File: config.mk
export PLATFORM = sky130hd
export DESIGN_NAME = twl_div
export DESIGN_NICKNAME = d
export VERILOG_FILES = /design/src/rtl/twl_pkg.sv /design/src/rtl/twl_div.sv
export SDC_FILE = /design/constraint.sdc
export NUM_CORES = 1
export LEC_CHECK = 0
export BUFFER_PORTS_ARGS = -buffer_cell sky130_fd_sc_hd__buf_2
export CAP_MARGIN = 10
export CORE_MARGIN = 2
export CORE_UTILIZATION = 55
export DETAILED_ROUTE_END_ITERATION = 10
export GPL_TIMING_DRIVEN = 0
export PLACE_DENSITY = 0.73
export SLEW_MARGIN = 20
export SYNTH_ARGS = -nofsm -noshare
export SYNTH_HDL_FRONTEND = slang
export SYNTH_SLANG_ARGS = --single-unit
File: constraint.sdc
create_clock -name clk -period 11.6 [get_ports clk]
set_input_delay 2.32 -clock clk [delete_from_list [all_inputs] [get_ports clk]]
set_output_delay 2.32 -clock clk [all_outputs]
set_load 0.01 [all_outputs]
File: src/rtl/twl_pkg.sv
// Shared constants, types and width helpers for the trilinear window/level gray mapper.
package twl_pkg;

  localparam int SAMPLE_BITS_DEF   = 16;
  localparam int FRACTION_BITS_DEF = 16;

  localparam int WIN_W     = 16;
  localparam int DIV_W     = WIN_W + 1;
  localparam int GRAY_W    = 8;
  localparam int CFG_IDX_W = 2;

  localparam int QUO_BITS        = 8;
  localparam int STEPS_PER_STAGE = 2;

  localparam logic [CFG_IDX_W-1:0] CFG_IDX_WIDTH  = 2'd0;
  localparam logic [CFG_IDX_W-1:0] CFG_IDX_CENTER = 2'd1;

  localparam logic [WIN_W-1:0] WIDTH_RESET  = 16'd256;
  localparam logic [WIN_W-1:0] CENTER_RESET = 16'd0;

  localparam logic [GRAY_W-1:0] GRAY_MAX = 8'hFF;

  typedef struct packed {
    logic [WIN_W-1:0]        width;   // zero already replaced by one
    logic signed [WIN_W-1:0] center;
  } twl_cfg_t;

  // Signed width of q + width - 2*center - 2^S.
  function automatic int acc_bits(int sample_bits);
    int m;
    begin
      m = (sample_bits + 1 > WIN_W + 1) ? sample_bits + 1 : WIN_W + 1;
      return m + 3;
    end
  endfunction

  // Width of the nonnegative numerator handed to the divider.
  function automatic int rem_bits(int sample_bits);
    begin
      return acc_bits(sample_bits) + 8;
    end
  endfunction

endpackage

File: src/rtl/twl_div.sv
// Pipelined restoring divide by 2*width, two quotient bits per stage, with clamp output stage.
module twl_div #(
  parameter int REM_W = twl_pkg::rem_bits(twl_pkg::SAMPLE_BITS_DEF)
) (
  input  logic                        clk,
  input  logic                        rst_n,
  input  twl_pkg::twl_cfg_t           cfg,
  input  logic                        in_valid,
  output logic                        in_ready,
  input  logic [REM_W-1:0]            num_in,
  input  logic                        neg_in,
  input  logic                        outside_in,
  output logic                        out_valid,
  input  logic                        out_ready,
  output logic [twl_pkg::GRAY_W-1:0]  gray_out,
  output logic                        outside_out
);

  localparam int QB  = twl_pkg::QUO_BITS;
  localparam int SPS = twl_pkg::STEPS_PER_STAGE;
  localparam int NST = QB / SPS;
  localparam int DW  = twl_pkg::DIV_W;

  logic [DW-1:0]    divisor;
  logic [REM_W-1:0] sat_lim;

  assign divisor = {cfg.width, 1'b0};
  assign sat_lim = {{(REM_W-DW-QB){1'b0}}, divisor, {QB{1'b0}}};

  logic [NST:0]     en;
  logic [NST-1:0]   v_r, sat_r, neg_r, out_r;
  logic [REM_W-1:0] rem_r [NST];
  logic [QB-1:0]    quo_r [NST];
  logic             ov_r;

  assign in_ready = en[0];

  genvar k;
  generate
    for (k = 0; k < NST; k++) begin : g_stage
      logic [REM_W-1:0] rem_in, rem_nxt, dsh;
      logic [QB-1:0]    quo_in, quo_nxt;
      logic             v_in, sat_in, neg_in_k, out_in;

      assign en[k] = !v_r[k] || en[k+1];

      if (k == 0) begin : g_first
        assign rem_in   = num_in;
        assign quo_in   = '0;
        assign v_in     = in_valid;
        assign sat_in   = num_in >= sat_lim;
        assign neg_in_k = neg_in;
        assign out_in   = outside_in;
      end else begin : g_next
        assign rem_in   = rem_r[k-1];
        assign quo_in   = quo_r[k-1];
        assign v_in     = v_r[k-1];
        assign sat_in   = sat_r[k-1];
        assign neg_in_k = neg_r[k-1];
        assign out_in   = out_r[k-1];
      end

      always_comb begin
        rem_nxt = rem_in;
        quo_nxt = quo_in;
        dsh     = '0;
        for (int j = 0; j < SPS; j++) begin
          dsh = {{(REM_W-DW){1'b0}}, divisor} << (QB - 1 - k * SPS - j);
          if (rem_nxt >= dsh) begin
            rem_nxt                      = rem_nxt - dsh;
            quo_nxt[QB-1-k*SPS-j]        = 1'b1;
          end
        end
      end

      always_ff @(posedge clk) begin
        if (!rst_n) begin
          v_r[k] <= 1'b0;
        end else if (en[k]) begin
          v_r[k] <= v_in;
        end
      end

      always_ff @(posedge clk) begin
        if (en[k]) begin
          rem_r[k] <= rem_nxt;
          quo_r[k] <= quo_nxt;
          sat_r[k] <= sat_in;
          neg_r[k] <= neg_in_k;
          out_r[k] <= out_in;
        end
      end
    end
  endgenerate

  // ---- output register: clamp to 0..255
  logic [twl_pkg::GRAY_W-1:0] gray_nxt, gray_r;
  logic                       outside_r;

  assign en[NST] = !ov_r || out_ready;

  always_comb begin
    if (neg_r[NST-1]) begin
      gray_nxt = '0;
    end else if (sat_r[NST-1]) begin
      gray_nxt = twl_pkg::GRAY_MAX;
    end else begin
      gray_nxt = quo_r[NST-1];
    end
  end

  always_ff @(posedge clk) begin
    if (!rst_n) begin
      ov_r <= 1'b0;
    end else if (en[NST]) begin
      ov_r <= v_r[NST-1];
    end
  end

  always_ff @(posedge clk) begin
    if (en[NST]) begin
      gray_r    <= gray_nxt;
      outside_r <= out_r[NST-1];
    end
  end

  assign out_valid   = ov_r;
  assign gray_out    = gray_r;
  assign outside_out = outside_r;

endmodule

==> summary.md <==
| Metric | Value |
|---|---|
| Hold_sp | quo_r[0][7]$_DFFE_PP_ |
| Setup-violating endpoint count in the final report | 0 |
| Final Cycle Share | 0.733 |
| Site Rows | 55 |
| Leakage power | 0.00577 uW |
| Top_reg_cell synth | edfxtp_1 |
| Initial antenna violation count | 0 |
| Worst min path class | reg2reg |
| First DRT Iteration DRCs | 802 |
| Share of cells above drive strength 1 | 0.112 |
| Fin cells | 1,760 |
| Setup crit start | cfg[27] |
| Top delay family on crit path | compound AO/OA/AOI/OAI gates |
| Crit Path Max Fanout | 10 |
| Post-CTS setup buffers | 0 |
| Hold slack | 0.418 ns |
| Synth top cells by count | ha_1, a21oi_1, nor2_1 |
| Vias per cell | 6.08 |
| Router iterations before antenna repair | 5 |
| Clock Power Share | 0.132 |
| Largest area contributor in the netlist | edfxtp_1 |
| EDFF count, synth | 125 |
| Vias post-DR | 10,700 |
| Antenna Cells | 0 |
| CTS H-tree lvls | 4 |
| Syn Nets | 1,599 |
| Max-slew violations | 0 |
| CTS Buffer Depth | 2 |
| Post-cts resize count | 0 |
| Core area | 22,500 sq um |
| Root buf cell | clkbuf_16 |
| Hpwl dp | 24,400 um |
| Sequential share of power | 0.219 |
| Synth async-reset ratio | 0 |
| Crit-path cells | buf_2 -> inv_1 -> ha_1 -> nand4_1 -> nor4b_1 -> and4_1 -> a211oi_2 -> inv_2 -> clkbuf_1 -> mux2_2 -> ha_1 -> a21oi_1 -> nor2_1 -> o21a_1 -> a211oi_1 -> a21oi_1 -> a211oi_1 -> o211a_1 -> nand2_1 -> buf_2 -> clkbuf_1 -> nor2_1 -> a21oi_1 |
| Layout Area Growth over Synthesis | 9.93% |
| Worst Clk Skew | 0.0120 ns |
| Nets@finish | 1,679 |
| Outcome | finished clean |
| Worst R2R Setup Slack | 4.93 ns |
| Hold Buf Count CTS | 0 |
| DR WL/cell | 17.2 um |
| Relative slew slack | 0.418 |
| Boundary Pins | 77 |
| CP most frequent cell | a21oi_1 |
| Synthesis-stage register bit count | 130 |
| Synth top area cells | edfxtp_1, ha_1, a21oi_1, xnor2_1, nor2_1 |
| RSZ-0062 raised after global routing | no |
| CTS tree | done |
| Clock period minus final worst setup slack | 8.51 ns |
| Antenna Nets Post-Route | 0 |
| WHS Endpoint | quo_r[1][7]$_DFFE_PP_ |
| Buffers and inverters on the worst path | 6 |
| Crit start category | input port |
| Levels on crit path | 23 |
| Die X | 155 um |
| Switching fraction of total power | 0.428 |
| Vias in the first global route | 10,700 |
| Post-Synthesis Cells | 1,382 |
| Port Buffers | 60 |
| Pint | 2190 uW |
| Die area | 24,000 sq um |
| Clock Latency Late Sink | 0.42 ns |
| PwrDens | 278 nW/um^2 |
| Number of distinct library cells after synthesis | 87 |
| Clock sinks | 130 |
| Count leader, synth | ha_1 |
| Global route overflow | 0 |
| Reg2reg path depth | 25 |
| Sequential element share of the synthesized area | 0.308 |
| Psw | 1640 uW |
| Critical Path RT | 11.73 ns |
| Synthesized area | 12,500 sq um |
| Worst vdd ir | 0.000154 V |
| CP Capture Type | register |
| Post-Synthesis Mean Instance Area | 9.06 sq um |
| Final wirelength | 30,300 um |
| Placed cells | 1,728 |
| MaxCap Viol Count | 0 |
| DR DRC count | 0 |
| Die H | 155 um |
| CTS Buf Count | 17 |
| Crit path kind | in2reg |
| Max stage delay cell, worst path | nor4b_1 |
| Top-area cell type share of the netlist area | 0.300 |
| Clock transition at the registers of the reported paths | 0.06 ns |
| Worst r2r src | rem_r[1][4]$_DFFE_PP_ |
| Max frequency | 118 MHz |
| Final Util | 0.611 |
| Initial Utilization | 0.556 |
| Crit path DAT | 8.64 ns |
| Critical path's largest stage delay | 0.78 ns |
| First-pass GRT wire length | 50,700 um |
| Final Hold Fails | 0 |
| Hold Path Stages | 0 |
| Logic pwr share | 0.649 |
| Placer's final routability congestion estimate | 0.933 |
| Slew @ Worst Pin | 0.861 ns |
| Reg2reg end | rem_r[2][25]$_DFFE_PP_ |
| Syn. warnings | 0 |
| Gr usage total | 0.260 |
| Largest net degree at the start of global routing | 38 |
| Setup TNS | 0 ns |
-- metrics by stage --
stage	instance area, sq um	setup WS, ns	power, uW
detailed placement	13200	2.70	3270
CTS	13800	3.11	3800
global placement	13200	2.72	3210
global route	13800	2.60	4180
floorplan	12500	4.17	2810
finish	13800	3.09	3830
-- state kept, by name (all words and copies together), names as in the netlist, 3 cells and up --
name              flops
g_stage.v_in          3
quo_r                20
gray_out              8
rem_r                84
g_stage.neg_in_k      3
g_stage.sat_in        3
g_stage.out_in        3
-- area by class of cell --
type                    count  area [sq um]
flip-flops and latches    130          3850
repair buffers             61           320
multi-input cells        1153          8250
well taps                 285           357
inverters                  65           244
fillers                  1904          8740
plain buffers              34           176
clock inverters            12           111
clock buffers              20           447
-- metal layers --
metal / wire [um] / vias to the layer above / global-route usage
met5: 0 / - / 0
met4: 1090 / 0 / 0.120
li1: - / 5354 / -
met1: 12900 / 5003 / 0.306
met3: 1030 / 73 / 0.0323
met2: 15300 / 269 / 0.473
-- cell families (layout without fill, tap and decap cells) --
| group | count (synthesis) | in the layout | share of synthesized area |
|---|---|---|---|
| compound gates | 412 | 412 | 0.210 |
| mux | 45 | 45 | 0.0414 |
| buf+inv | 99 | 192 | 0.0336 |
| xor+xnor | 105 | 105 | 0.0735 |
| simple gates | 440 | 440 | 0.179 |
| flops | 130 | 130 | 0.308 |
| fa+ha+maj | 151 | 151 | 0.155 |
-- cell usage in the layout (no fill, tap or decap), types with 34 or more instances in the layout --
master      n
a21o_1     56
a21oi_1   134
buf_2      69
edfxtp_1  125
ha_1      144
inv_1      63
mux2_2     34
nand2_1    96
nor2_1    129
o21ai_0    82
xnor2_1    66
xor2_1     39
-- power groups by stage --
stage	combinational, uW	clock, uW	sequential, uW
after detailed placement	2430	0	843
after global placement	2370	0	840
after floorplan	2000	0	813
after global routing	2800	533	850
final	2490	507	837
after CTS	2460	513	834
-- worst max-delay path by stage --
stage | slack [ns] | end
after floorplan | 4.17 | quo_r[3][0]$_DFFE_PP_
after global placement | 2.72 | quo_r[3][0]$_DFFE_PP_
final | 3.09 | rem_r[1][10]$_DFFE_PP_
after detailed placement | 2.70 | quo_r[3][0]$_DFFE_PP_
after CTS | 3.11 | quo_r[3][0]$_DFFE_PP_
after global routing | 2.60 | rem_r[2][25]$_DFFE_PP_
Note: power is estimated with default switching activity, not from simulation.
