`src/rtl/twl_pkg.sv`:
```
// Shared constants, types and width helpers for the trilinear window/level gray mapper.
package twl_pkg;

  localparam int SAMPLE_BITS_DEF   = 16;
  localparam int FRACTION_BITS_DEF = 16;

  localparam int WIN_W     = 16;
  localparam int DIV_W     = WIN_W + 1;
  localparam int GRAY_W    = 8;
  localparam int CFG_IDX_W = 2;

  localparam int QUO_BITS        = 8;
  localparam int STEPS_PER_STAGE = 2;

  localparam logic [CFG_IDX_W-1:0] CFG_IDX_WIDTH  = 2'd0;
  localparam logic [CFG_IDX_W-1:0] CFG_IDX_CENTER = 2'd1;

  localparam logic [WIN_W-1:0] WIDTH_RESET  = 16'd256;
  localparam logic [WIN_W-1:0] CENTER_RESET = 16'd0;

  localparam logic [GRAY_W-1:0] GRAY_MAX = 8'hFF;

  typedef struct packed {
    logic [WIN_W-1:0]        width;   // zero already replaced by one
    logic signed [WIN_W-1:0] center;
  } twl_cfg_t;

  // Signed width of q + width - 2*center - 2^S.
  function automatic int acc_bits(int sample_bits);
    int m;
    begin
      m = (sample_bits + 1 > WIN_W + 1) ? sample_bits + 1 : WIN_W + 1;
      return m + 3;
    end
  endfunction

  // Width of the nonnegative numerator handed to the divider.
  function automatic int rem_bits(int sample_bits);
    begin
      return acc_bits(sample_bits) + 8;
    end
  endfunction

endpackage

```
`src/rtl/twl_map.sv`:
```
// Two-stage window/level numerator: 255*(q + width - 2*center - 2^S) + fraction term.
module twl_map #(
  parameter int SAMPLE_BITS   = twl_pkg::SAMPLE_BITS_DEF,
  parameter int FRACTION_BITS = twl_pkg::FRACTION_BITS_DEF
) (
  input  logic                                              clk,
  input  logic                                              rst_n,
  input  twl_pkg::twl_cfg_t                                 cfg,
  input  logic                                              in_valid,
  output logic                                              in_ready,
  input  logic [SAMPLE_BITS:0]                              q_in,
  input  logic [3*FRACTION_BITS-1:0]                        r_in,
  input  logic                                              outside_in,
  output logic                                              out_valid,
  input  logic                                              out_ready,
  output logic [twl_pkg::rem_bits(SAMPLE_BITS)-1:0]         num_out,
  output logic                                              neg_out,
  output logic                                              outside_out
);

  localparam int S  = SAMPLE_BITS;
  localparam int F  = FRACTION_BITS;
  localparam int AW = twl_pkg::acc_bits(SAMPLE_BITS);
  localparam int NW = AW + 9;
  localparam int WW = twl_pkg::WIN_W;

  logic en5, en6;
  logic v5_r, v6_r;

  assign en6      = !v6_r || out_ready;
  assign en5      = !v5_r || en6;
  assign in_ready = en5;

  // ---- stage 5: 255*r >> 3F and the level offset
  logic [3*F+7:0]        rr;
  logic [7:0]            p_nxt, p_r;
  logic signed [AW-1:0]  bias_c;
  logic signed [AW-1:0]  a_nxt, a_r;
  logic                  out5_r;

  assign bias_c = {{(AW-S-1){1'b0}}, 1'b1, {S{1'b0}}};

  always_comb begin
    rr    = {r_in, 8'b0} - {8'b0, r_in};
    p_nxt = rr[3*F+7:3*F];
    a_nxt = $signed({{(AW-S-1){1'b0}}, q_in})
          + $signed({{(AW-WW){1'b0}}, cfg.width})
          - ($signed({{(AW-WW){cfg.center[WW-1]}}, cfg.center}) <<< 1)
          - bias_c;
  end

  always_ff @(posedge clk) begin
    if (!rst_n) begin
      v5_r <= 1'b0;
    end else if (en5) begin
      v5_r <= in_valid;
    end
  end

  always_ff @(posedge clk) begin
    if (en5) begin
      p_r    <= p_nxt;
      a_r    <= a_nxt;
      out5_r <= outside_in;
    end
  end

  // ---- stage 6: numerator and its sign
  logic signed [NW-1:0] a_ext;
  logic signed [NW-1:0] num_nxt;
  logic [NW-2:0]        num_r;
  logic                 neg_r, out6_r;

  always_comb begin
    a_ext   = {{9{a_r[AW-1]}}, a_r};
    num_nxt = (a_ext <<< 8) - a_ext + $signed({{(NW-8){1'b0}}, p_r});
  end

  always_ff @(posedge clk) begin
    if (!rst_n) begin
      v6_r <= 1'b0;
    end else if (en6) begin
      v6_r <= v5_r;
    end
  end

  always_ff @(posedge clk) begin
    if (en6) begin
      num_r  <= num_nxt[NW-2:0];
      neg_r  <= num_nxt[NW-1];
      out6_r <= out5_r;
    end
  end

  assign out_valid   = v6_r;
  assign num_out     = num_r;
  assign neg_out     = neg_r;
  assign outside_out = out6_r;

endmodule

```
`config.mk`:
```
export PLATFORM = sky130hd
export DESIGN_NAME = twl_map
export DESIGN_NICKNAME = d
export VERILOG_FILES = /design/src/rtl/twl_pkg.sv /design/src/rtl/twl_map.sv
export SDC_FILE = /design/constraint.sdc
export NUM_CORES = 1
export LEC_CHECK = 0
export BUFFER_PORTS_ARGS = -buffer_cell sky130_fd_sc_hd__buf_2
export CAP_MARGIN = 0
export CORE_ASPECT_RATIO = 0.9
export CORE_UTILIZATION = 50
export DETAILED_ROUTE_END_ITERATION = 10
export GPL_ROUTABILITY_DRIVEN = 0
export HOLD_SLACK_MARGIN = 0.1
export PLACE_DENSITY = 0.76
export SETUP_SLACK_MARGIN = 0.2
export SLEW_MARGIN = 20
export SYNTH_ARGS = -nofsm -noshare
export SYNTH_HDL_FRONTEND = slang
export SYNTH_SLANG_ARGS = --single-unit
export TNS_END_PERCENT = 100
```
`constraint.sdc`:
```
create_clock -name clk -period 4.4 [get_ports clk]
set_input_delay 0.88 -clock clk [delete_from_list [all_inputs] [get_ports clk]]
set_output_delay 0.88 -clock clk [all_outputs]
set_load 0.02 [all_outputs]
```
==> flow_metrics.env <==
export IMPL_overflow=0
export IMPL_synth_ff_type="edfxtp_1"
export IMPL_status="complete, no violations"
export IMPL_drc=0
export IMPL_route_met2_wl_microns=6352
export IMPL_cts_buffers=9
export IMPL_wirelength_microns=15070
export IMPL_syn_num_nets=988
export IMPL_cts_tree="done"
export IMPL_critPathLaunch="cfg[16]"
export IMPL_antenna_found_initial=2
export IMPL_antenna_left=0
export IMPL_setup_tns_ns=0
export IMPL_dp_hpwl_microns=12490
export IMPL_rr_worst_depth=10
export IMPL_grt_start_max_net_pins=31
export IMPL_reg2reg_from="a_r[0]$_DFFE_PP_"
export IMPL_grt_pass1_vias=5442
export IMPL_fp_row_count=39
export IMPL_yosys_area_top_type="edfxtp_1"
export IMPL_synthToLayoutAreaGrowth_pct=24.93
export IMPL_insertion_delay_ns=0.32
export IMPL_num_vias=6125
export IMPL_synth_edf_count=59
export IMPL_dieArea_sq_um=13880
export IMPL_drive_gt1_frac=0.2408
export IMPL_end_kind="flip-flop"
export IMPL_synth_cells=766
export IMPL_ios=134
export IMPL_htreeDepth=3
export IMPL_nets=1172
export IMPL_yosys_warnings=0
export IMPL_synth_area_sq_um=6706
export IMPL_worst_ep_arrival_time_ns=4.34
export IMPL_hold_viol_final=0
export IMPL_seq_area_frac_synth=0.2701
export IMPL_grt_usage=0.2194
export IMPL_synth_distinct_cells=68
export IMPL_cts_max_path_buffers=2
export IMPL_async_flop_share=0
export IMPL_clk_pin_slew_ns=0.05
export IMPL_die_h_microns=111.9
export IMPL_ys_top_cells_by_count="ha_1 (116), inv_1 (100), a21oi_1 (65), nor2_1 (65), edfxtp_1 (59)"
export IMPL_min_to="outside_out$_DFFE_PP_"
export IMPL_routedWlPerCell_microns=13.44
export IMPL_hold_path_class="reg -> reg"
export IMPL_yosysMostFrequentCell="ha_1"
export IMPL_tightest_slew_ns=0.5864
export IMPL_crit_fanout=2
export IMPL_period_needed_ns=4.270
export IMPL_holdCritStartpoint="out5_r$_DFFE_PP_"
export IMPL_whs_path_depth=0
export IMPL_drv_cap=0
export IMPL_drv_slew=0
export IMPL_fill_cells=1088
export IMPL_clockRootBuffer="clkbuf_16"
export IMPL_grt_setup_unrepaired="true"
export IMPL_rrSetupSlack_ns=1.47
export IMPL_power_leakage_nw=4.143
export IMPL_coreArea_sq_um=12880
export IMPL_fin_skew_ns=0.007630
export IMPL_fin_cells=1121
export IMPL_relSlewSlack=0.6085
export IMPL_wl_met1_microns=7783
export IMPL_ir_drop_mv=0.3422
export IMPL_syn_avg_cell_area_sq_um=8.755
export IMPL_start_util=0.5206
export IMPL_dr_wl_met3_microns=740
export IMPL_highest_layer="met4"
export IMPL_numPlacedInstances=1096
export IMPL_setup_viol=0
export IMPL_rr_endpoint="num_out[16]$_DFFE_PP_"
export IMPL_vias_per_cell=5.464
export IMPL_synth_seq_cells=61
export IMPL_crit_type="in -> reg"
export IMPL_first_pass_iters=7
export IMPL_power_density_nw_per_um2=560.5
export IMPL_cp_required_ns=4.47
export IMPL_die_x_microns=124.1
export IMPL_synth_top_cell_area_share=0.2642
export IMPL_numClockSinks=61
export IMPL_drtIter0Drc=437
export IMPL_io_buffers=133
export IMPL_holdWs_ns=0.4318
export IMPL_worstSetupStartpointType="input pin"
export IMPL_max_freq_mhz=234.2
export IMPL_finalCritPeriodShare=0.9706
export IMPL_yosys_top_cells_area="edfxtp_1 (26%), ha_1 (22%), inv_1 (5.6%)"
export IMPL_grt_pass1_wl_microns=24630
==> what timing repair did <==
action	CTS	global route
setup endpoints to repair	3	6
pin swaps	12	25
gates resized for setup	11	16
buffers inserted	4	3
hold buffers	0	0
==> power breakdown <==
group	total (mW)	leakage (nW)	switching [mW]	internal, mW
clock network	0.678	0.143	0.228	0.451
registers	1.12	0.634	0.0904	1.03
logic	2.90	3.37	1.61	1.28
==> logic make-up (layout without fill, tap and decap cells) <==
| group | Yosys count | after routing | share of synthesized area |
|---|---|---|---|
| compound gates | 235 | 235 | 0.2382 |
| simple gates | 204 | 204 | 0.1470 |
| fa+ha+maj | 120 | 120 | 0.2284 |
| buf+inv | 100 | 289 | 0.05597 |
| flops | 61 | 61 | 0.2701 |
| xor+xnor | 45 | 45 | 0.05877 |
| mux | 1 | 1 | 0.001493 |
| other cells | 0 | 2 | 0 |
==> critical path, stage by stage <==
cell and delay (ns):
buf_6 0.10, ha_4 0.15, fa_2 0.37, a211oi_2 0.21, nor2_2 0.07, o311a_1 0.33, o31ai_2 0.24, buf_4 0.16
buf_6 0.09, xnor2_2 0.05, ha_1 0.32, ha_4 0.22, a21o_1 0.16, a21oi_2 0.16, nor2b_4 0.05, a41oi_2 0.22
o21ai_4 0.11, o41ai_4 0.34, xor2_1 0.11
==> metrics by stage <==
stage	total power, mW	area (sq um)	setup slack (ns)	util
after floorplan	3.216	6775	0.08864	-
after global placement	3.854	7894	-0.1959	0.6128
after detailed placement	3.900	7894	-0.2493	0.6128
after CTS	4.643	8279	0.1084	0.6427
after global routing	5.069	8378	-0.02611	0.6504
final	4.696	8378	0.1295	0.6504
==> placed cells by master, fill, tap and decap left out, types with 3 or more instances in the layout <==
cell type,netlist,routed
ha_4,0,5
nand4_1,6,6
o21ai_0,38,33
buf_4,0,39
inv_1,100,98
a21oi_1,65,63
nand2b_1,3,3
o22ai_1,4,4
o31a_1,4,4
and3_1,5,4
a21o_1,35,35
o211ai_1,4,4
nor3_1,19,18
o31ai_1,4,4
o2111ai_1,3,3
edfxtp_1,59,59
a211oi_1,7,4
nor2_1,65,64
a21oi_2,1,3
a211o_1,3,3
nor4_1,3,3
nor2b_1,10,8
xor2_1,8,8
or3_1,5,5
o21ai_1,2,6
nand3_1,21,20
a211oi_2,1,4
o21bai_1,6,6
buf_2,0,131
o21a_1,18,18
ha_1,116,111
fa_1,4,3
and2_1,3,3
xnor2_1,37,36
a31oi_1,10,9
buf_6,0,3
clkbuf_16,0,9
nand2_1,47,47
nand3b_1,3,3
==> worst max path at each step <==
| stage | end | slack (ns) |
|---|---|---|
| floorplan | a_r[17]$_DFFE_PP_ | 0.09 |
| global placement | a_r[18]$_DFFE_PP_ | -0.20 |
| detailed placement | a_r[18]$_DFFE_PP_ | -0.25 |
| CTS | a_r[18]$_DFFE_PP_ | 0.11 |
| global route | a_r[18]$_DFFE_PP_ | -0.03 |
| finish | a_r[17]$_DFFE_PP_ | 0.13 |
==> sequential cells by signal (all words and copies together), names as in the netlist <==
register     flops
v5_r             1
neg_out          1
a_r             20
p_r              8
outside_out      1
out_valid        1
num_out         28
out5_r           1
==> final cells by class <==
class	count	area, sq um	share of cell area
multi-input combinational	605	4705	0.5615
sequential	61	1812	0.2162
timing repair buffer	173	982.2	0.1172
inverter	100	375.4	0.04480
clock buffer	12	246.5	0.02942
tap	164	205.2	0.02449
clock inverter	4	47.55	0.005675
antenna	2	5.005	0.0005974
==> per-layer routing <==
metal / GRT usage / vias to the layer above
met2: 0.3179 / 172
met5: 0 / -
met1: 0.3340 / 2734
li1: - / 3202
met4: 0.05873 / 0
met3: 0.03432 / 17
Power figures use the tool's default switching activity.
